**src/rtl/vsrt_pkg.sv**
```systemverilog
// Shared types, constants and the sine table builder for the vertex transform.
// No dependencies; every other file of the block refers to this package by scoped names.
package vsrt_pkg;

	// Default vertex coordinate width, signed Q16.8
	localparam int COORD_WIDTH = 24;

	// Register field widths
	localparam int ANGLE_W    = 16;
	localparam int SCALE_W    = 16;
	localparam int OFFSET_W   = 24;
	localparam int CFG_DATA_W = 32;
	localparam int CFG_ADDR_W = 5;

	// Pipeline depth from the accepted word to the output register
	localparam int PIPE_DEPTH = 11;

	// Angle units: 1/128 degree, one full turn and one quadrant
	localparam int ANGLE_FULL    = 46080;
	localparam int ANGLE_QUARTER = 11520;

	// Quarter-wave sine table, Q2.14 magnitudes
	localparam int TRIG_ENTRIES = 1024;
	localparam int TRIG_IDX_W   = $clog2(TRIG_ENTRIES + 1);
	localparam int TRIG_VAL_W   = 15;
	localparam int TRIG_W       = 16;

	// Table index = (r * N + quarter/2) / quarter, with quarter = 2^8 * 45
	localparam int ANGLE_SUB_SH = 8;
	localparam int DIV_RES      = ANGLE_QUARTER >> ANGLE_SUB_SH;
	localparam longint unsigned NUM_MAX =
		longint'(ANGLE_QUARTER - 1) * longint'(TRIG_ENTRIES) + longint'(ANGLE_QUARTER / 2);
	localparam int NUM_W    = $clog2(NUM_MAX + 1);
	localparam int M_W      = NUM_W - ANGLE_SUB_SH;
	localparam int RECIP_SH = M_W + 6;
	localparam longint unsigned RECIP = (64'd1 << RECIP_SH) / DIV_RES;
	localparam int RECIP_W  = $clog2(RECIP + 1);
	localparam int RPROD_W  = M_W + RECIP_W;

	// pi/2 in Q30 for the table series
	localparam longint unsigned HALF_PI_Q30 = 64'd1686629713;

	typedef logic [PIPE_DEPTH-1:0] pipe_en_t;

	typedef enum logic [2:0] {
		REG_ANGLE    = 3'd0,
		REG_SCALE_X  = 3'd1,
		REG_SCALE_Y  = 3'd2,
		REG_OFFSET_X = 3'd3,
		REG_OFFSET_Y = 3'd4
	} reg_idx_t;

	typedef enum logic [1:0] {
		QUAD_0 = 2'd0,
		QUAD_1 = 2'd1,
		QUAD_2 = 2'd2,
		QUAD_3 = 2'd3
	} quad_t;

	typedef struct packed {
		logic        [ANGLE_W-1:0]  angle;
		logic signed [SCALE_W-1:0]  scale_x;
		logic signed [SCALE_W-1:0]  scale_y;
		logic signed [OFFSET_W-1:0] offset_x;
		logic signed [OFFSET_W-1:0] offset_y;
	} cfg_t;

	typedef struct packed {
		logic signed [TRIG_W-1:0] sin_val;
		logic signed [TRIG_W-1:0] cos_val;
	} trig_pair_t;

	typedef logic [TRIG_VAL_W-1:0] trig_tab_t [TRIG_ENTRIES+1];

	// Build the quarter-wave table: Taylor series in Q30 with truncating steps,
	// rounded to Q14 and limited to 1.0
	function automatic trig_tab_t build_sine_table();
		trig_tab_t              tab;
		longint unsigned        x;
		longint unsigned        x2;
		longint unsigned        term;
		longint unsigned        e;
		longint                 sum;
		for (int k = 0; k <= TRIG_ENTRIES; k++) begin
			x    = (longint'(k) * HALF_PI_Q30) / TRIG_ENTRIES;
			x2   = (x * x) >> 30;
			sum  = longint'(x);
			// Seven terms of alternating sign, term n divided by (2n)(2n+1)
			term = ((x * x2) >> 30) / 64'd6;
			sum  = sum - longint'(term);
			term = ((term * x2) >> 30) / 64'd20;
			sum  = sum + longint'(term);
			term = ((term * x2) >> 30) / 64'd42;
			sum  = sum - longint'(term);
			term = ((term * x2) >> 30) / 64'd72;
			sum  = sum + longint'(term);
			term = ((term * x2) >> 30) / 64'd110;
			sum  = sum - longint'(term);
			term = ((term * x2) >> 30) / 64'd156;
			sum  = sum + longint'(term);
			term = ((term * x2) >> 30) / 64'd210;
			sum  = sum - longint'(term);
			if (sum < 0) begin
				sum = 0;
			end
			e = (longint'(sum) + 64'd32768) >> 16;
			if (e > 64'd16384) begin
				e = 64'd16384;
			end
			tab[k] = TRIG_VAL_W'(e);
		end
		return tab;
	endfunction

endpackage

```
**src/rtl/vsrt_cfg.sv**
```systemverilog
// APB-style register file holding angle, per-axis scale and world offset.
// Depends on vsrt_pkg for field widths, register indexes and the cfg_t bundle.
module vsrt_cfg (
	input  logic                              clk,
	input  logic                              arst_n,
	input  logic                              psel,
	input  logic                              penable,
	input  logic                              pwrite,
	input  logic [vsrt_pkg::CFG_ADDR_W-1:0]   paddr,
	input  logic [vsrt_pkg::CFG_DATA_W-1:0]   pwdata,
	output logic [vsrt_pkg::CFG_DATA_W-1:0]   prdata,
	output logic                              pready,
	output vsrt_pkg::cfg_t                    cfg
);

	vsrt_pkg::cfg_t     cfg_q;
	vsrt_pkg::reg_idx_t reg_idx;
	logic               wr_en;

	assign pready  = 1'b1;
	assign reg_idx = vsrt_pkg::reg_idx_t'(paddr[vsrt_pkg::CFG_ADDR_W-1:2]);
	assign wr_en   = psel & penable & pwrite;
	assign cfg     = cfg_q;

	// Write the addressed register; drop writes beyond the register list
	always_ff @(posedge clk or negedge arst_n) begin
		if (!arst_n) begin
			cfg_q.angle    <= '0;
			cfg_q.scale_x  <= vsrt_pkg::SCALE_W'(256);
			cfg_q.scale_y  <= vsrt_pkg::SCALE_W'(256);
			cfg_q.offset_x <= '0;
			cfg_q.offset_y <= '0;
		end else if (wr_en) begin
			case (reg_idx)
				vsrt_pkg::REG_ANGLE:    cfg_q.angle    <= pwdata[vsrt_pkg::ANGLE_W-1:0];
				vsrt_pkg::REG_SCALE_X:  cfg_q.scale_x  <= pwdata[vsrt_pkg::SCALE_W-1:0];
				vsrt_pkg::REG_SCALE_Y:  cfg_q.scale_y  <= pwdata[vsrt_pkg::SCALE_W-1:0];
				vsrt_pkg::REG_OFFSET_X: cfg_q.offset_x <= pwdata[vsrt_pkg::OFFSET_W-1:0];
				vsrt_pkg::REG_OFFSET_Y: cfg_q.offset_y <= pwdata[vsrt_pkg::OFFSET_W-1:0];
				default: ;
			endcase
		end
	end

	// Read back, sign-extending the signed fields
	always_comb begin
		case (reg_idx)
			vsrt_pkg::REG_ANGLE:    prdata = vsrt_pkg::CFG_DATA_W'(cfg_q.angle);
			vsrt_pkg::REG_SCALE_X:  prdata = vsrt_pkg::CFG_DATA_W'(cfg_q.scale_x);
			vsrt_pkg::REG_SCALE_Y:  prdata = vsrt_pkg::CFG_DATA_W'(cfg_q.scale_y);
			vsrt_pkg::REG_OFFSET_X: prdata = vsrt_pkg::CFG_DATA_W'(cfg_q.offset_x);
			vsrt_pkg::REG_OFFSET_Y: prdata = vsrt_pkg::CFG_DATA_W'(cfg_q.offset_y);
			default:                prdata = '0;
		endcase
	end

endmodule

```
**config.mk**
```make
export PLATFORM = sky130hd
export DESIGN_NAME = vsrt_cfg
export DESIGN_NICKNAME = d
export VERILOG_FILES = /design/src/rtl/vsrt_pkg.sv /design/src/rtl/vsrt_cfg.sv
export SDC_FILE = /design/constraint.sdc
export NUM_CORES = 1
export LEC_CHECK = 0
export BUFFER_PORTS_ARGS = -buffer_cell sky130_fd_sc_hd__buf_2
export CORE_MARGIN = 2
export CORE_UTILIZATION = 37
export DETAILED_ROUTE_END_ITERATION = 6
export GPL_TIMING_DRIVEN = 0
export PLACE_DENSITY = 0.67
export SYNTH_ARGS = -nofsm -noshare
export SYNTH_HDL_FRONTEND = slang
export SYNTH_SLANG_ARGS = --single-unit
```
**constraint.sdc**
```tcl
create_clock -name clk -period 2.65 [get_ports clk]
set_input_delay 0.1325 -clock clk [delete_from_list [all_inputs] [get_ports clk]]
set_output_delay 0.1325 -clock clk [all_outputs]
set_load 0.02 [all_outputs]
```
Word-level counts from Yosys, hierarchy flattened
Index checks and enable logic that the tools add are counted.
Widths: inputs -> output; s select.
{"block": "word_totals", "register_bits": 96, "latch_bits": 0, "ramBits": 0, "mem_bits_ro": 0, "input_bits": 42, "out_inout_bits": 129, "wordCells": 18, "memories": 0}
{"block": "classes", "add_sub_neg": 0, "n_mul": 0, "n_div": 0, "magnitude_cmp": 0, "eq_ne": 4, "n_shift": 0, "muxes": 1, "n_bitwise": 2, "reduce_logical": 6}
{"operator": "$pmux 32 s5", "n": 1}
{"operator": "$reduce_and 2->1", "n": 5}
{"operator": "$eq 3x2->1 const B", "n": 2}
{"operator": "$eq 3x1->1 const B", "n": 1}
{"operator": "$eq 3x3->1 const B", "n": 1}
{"operator": "$logic_not 3->1", "n": 1}
{"operator": "$and 1x1->1", "n": 2}

Depth between registers and ports, before layout
{"block": "depth", "word_depth": 3, "ltp_mapped": 6, "mapped_depth_nobuf": 3}

Worst setup path before layout
OpenSTA, ideal clock, no wires.
{"block": "synth_timing", "path_type": "input to output", "startpoint": "in paddr[3] (netlist name)", "endpoint": "out prdata[24] (netlist name)", "arrival_ps": 1706, "required_ps": 2518, "path_slack_ps": 812, "cell_stages": 6, "n_path_buf": 3, "path_cell_list": "buf_2 -> clkbuf_1 -> nand3b_1 -> a21oi_1 -> a221o_1 -> buf_4"}
{"block": "synth_between", "elab_chain_cells": 2, "word_cells_on_any_way": 6, "cone_classes": "4 x eq/ne; 1 x mux; 1 x reduce/logical"}
{"element": "start: declaration", "line_no": "vsrt_cfg.sv:9", "source": "input logic [vsrt_pkg::CFG_ADDR_W-1:0] paddr,"}
{"element": "$eq 3x3->1 (tied with other cells)", "line_no": "vsrt_cfg.sv:47", "source": "case (reg_idx)"}
{"element": "$pmux 32 s5 (*)", "line_no": "vsrt_cfg.sv:47"}
{"element": "end: declaration", "line_no": "vsrt_cfg.sv:11", "source": "output logic [vsrt_pkg::CFG_DATA_W-1:0] prdata,"}
Every way passes the cells marked *; elsewhere a longest branch is shown, timed or not.

Final worst setup path
{"block": "layout_timing", "startpoint": "in paddr[3] (netlist name)", "endpoint": "out prdata[14] (netlist name)"}
The elaborated chain is that of the path after synthesis.

==> metrics <==
# setup viols final 0; Synth Area in Compound Gates 9.26%; Site Rows 40; die area 13000 um^2; commonest non-fill, non-tap cell in the layout buf_2; DR pass1 iterations 4; Pwr Total 4.75 mW; most frequent cells in the layout buf_2 (161), mux2_2 (98), dfrtp_1 (94), a32oi_1 (15), o21ai_0 (15); met3 Usage GRT 4.62%; vias in the first global route 3396; cell area after synthesis 4470 um^2; CTS Sinks 96; quantity of I/O buffers inserted on ports 156; Primary FF master, synth dfrtp_1; first-pass GRT wire length 19800 um; Via Count 3372; CTS Buffer Depth 2; Fillers 1074; fmax 423 MHz; RSZ-0062 raised after global routing no; n_diodes 0; boundary pin count 171; clock latency on the worst-skew pair 0.35 ns; Max-Cap Viols 0; maximum vdd drop 0.000307 V; Core Util, Final 48.5%; WP buf/inv 4; CP max FO 10; DP HPWL 9250 um; H-tree Lvls 3; post-synthesis mux area share 29.0%; core region area 11900 um^2; drc violations 0; placed cells 616; Horiz. Die Dim 114 um; Crit. End Element output port; die height 114 um; async set-or-reset flop fraction in the synthesized netlist 100%; sequential fraction of the synthesis area 53.8%; Worst Tran Pin Value 0.800 ns; synth warn 0; Post-Route Setup TNS 0 ns; share of cells above drive strength 1 63.8%; largest net degree at the start of global routing 55; Critical Path AT 2.23 ns; clk root buf clkbuf_16; met2 GRT Util 32.2%; # nets final 523; CP startpoint kind input pin; hold slack 0.0228 ns; clk_skew 0 ns; post-synthesis xor/xnor area fraction 0%; Crit path max-delay family buffers and inverters; pwr dens 822 nW/um^2; syn_nets 354; CP required 2.52 ns; synthesis-stage register bit count 96; post-synth cell types 29; count of flip-flops with a built-in enable after synthesis 0; cts repair resizes 0; Most Crowded Layer GR met2; slowest stage cell, crit path clkbuf_1; GR Util met1 27.1%; starting density of the core 37.5%; Wirelength per Cell 21.0 um; Max stage delay on crit path 0.59 ns; Final Cycle Share 89.2%; Post-Syn Instances 312; Vias/cell 5.33; critical path, cell by cell buf_2 > clkbuf_1 > nor2_1 > clkbuf_1 > a32oi_1 > o21ai_0 > buf_2; WS Path Type in -> out; status completed; DRT Wirelength 13300 um; Finished Layout Cells 633; DRT iter0 DRCs 164; post-layout min period 2.36 ns; Post-DRT Antenna Nets 0; GR Util All Layers 20.5%; relative slew slack 46.4%; post-synthesis adder-cell area fraction 0%; Max Slew Vio Count 0; combinational family with the most area after synthesis multiplexers; Syn Area/Cell 14.3 um^2; gpl congestion 0.802; final hold vios 0; hold crit path type in -> reg; initial antenna violation count 0; Syn-to-layout area delta 29.3%; Clock transition at path regs 0.07 ns; Inserted Clock Buffers 9; GR Overflow Total 0; CTS tree yes; Lkg Pwr 2.94 nW; Largest register FFs 96; Post-Synth Simple-Gate Area 3.22%
layout make-up:
class	count	area [um^2]	area share, %
buffer	30	203	3.51
clock buffer	9	225	3.90
multi-input combinational	185	1860	32.2
timing repair buffer	158	821	14.2
sequential	96	2400	41.6
tap	147	184	3.18
inverter	1	3.75	0.0649
clock inverter	7	80.1	1.39
metrics by stage:
stage          area [um^2]  worst slack [ns]
5_1_grt               5780            0.0990
2_1_floorplan         4470             0.812
6_report              5780             0.287
3_5_place_dp          5470             0.297
3_3_place_gp          5440             0.298
4_1_cts               5780             0.305
synthesized netlist by cell type (5+ instances only):
library cell	n	area, um^2
a221o_1	8	80.1
a22oi_1	14	105
a32oi_1	15	131
buf_2	6	30.0
buf_4	12	90.1
buf_6	5	56.3
clkbuf_1	7	26.3
dfrtp_1	94	2350
mux2_2	98	1100
mux2_4	10	150
o21ai_0	15	75.1
report_power, final:
group | switching (mW) | leakage, nW | internal (mW) | total (mW)
registers | 0.227 | 1.22 | 1.76 | 1.98
clock network | 0.602 | 0.143 | 0.742 | 1.34
logic | 0.833 | 1.58 | 0.592 | 1.43
total | 1.66 | 2.94 | 3.09 | 4.75
logic make-up (layout without fill, tap and decap cells):
| kind of cell | after synthesis | in the layout |
|---|---|---|
| DFF | 96 | 96 |
| muxes | 112 | 112 |
| buffers and inverters | 31 | 205 |
| AOI/OAI and AO/OA | 55 | 55 |
| other | 1 | 1 |
| and+or+nand+nor | 17 | 17 |
final timing paths:
| path | startpoint | to | slack [ns] | depth (start not counted) |
|---|---|---|---|---|
| min reg2reg | cfg[4] | cfg[4] | 0.51 | 1 |
| min | pwdata[17] | cfg[41] | 0.02 | 2 |
| max in group asynchronous | arst_n | cfg[72] | 1.59 | 3 |
| min in group asynchronous | arst_n | cfg[64] | 0.34 | 2 |
| max | paddr[3] | prdata[14] | 0.29 | 7 |
| max reg2reg | cfg[21] | cfg[21] | 1.83 | 1 |
per-layer routing:
| metal | up-vias | routed length [um] |
|---|---|---|
| met5 | - | 0 |
| met4 | 0 | 327 |
| met3 | 27 | 756 |
| met2 | 142 | 6200 |
| met1 | 1701 | 5990 |
| li1 | 1502 | - |
what timing repair did:
item / 4_1_cts / 5_1_grt
buffers inserted: 0 / 0
hold buffers: 1 / 0
hold endpoints to repair: 42 / 0
No activity file was read; power rests on OpenSTA's default activity.
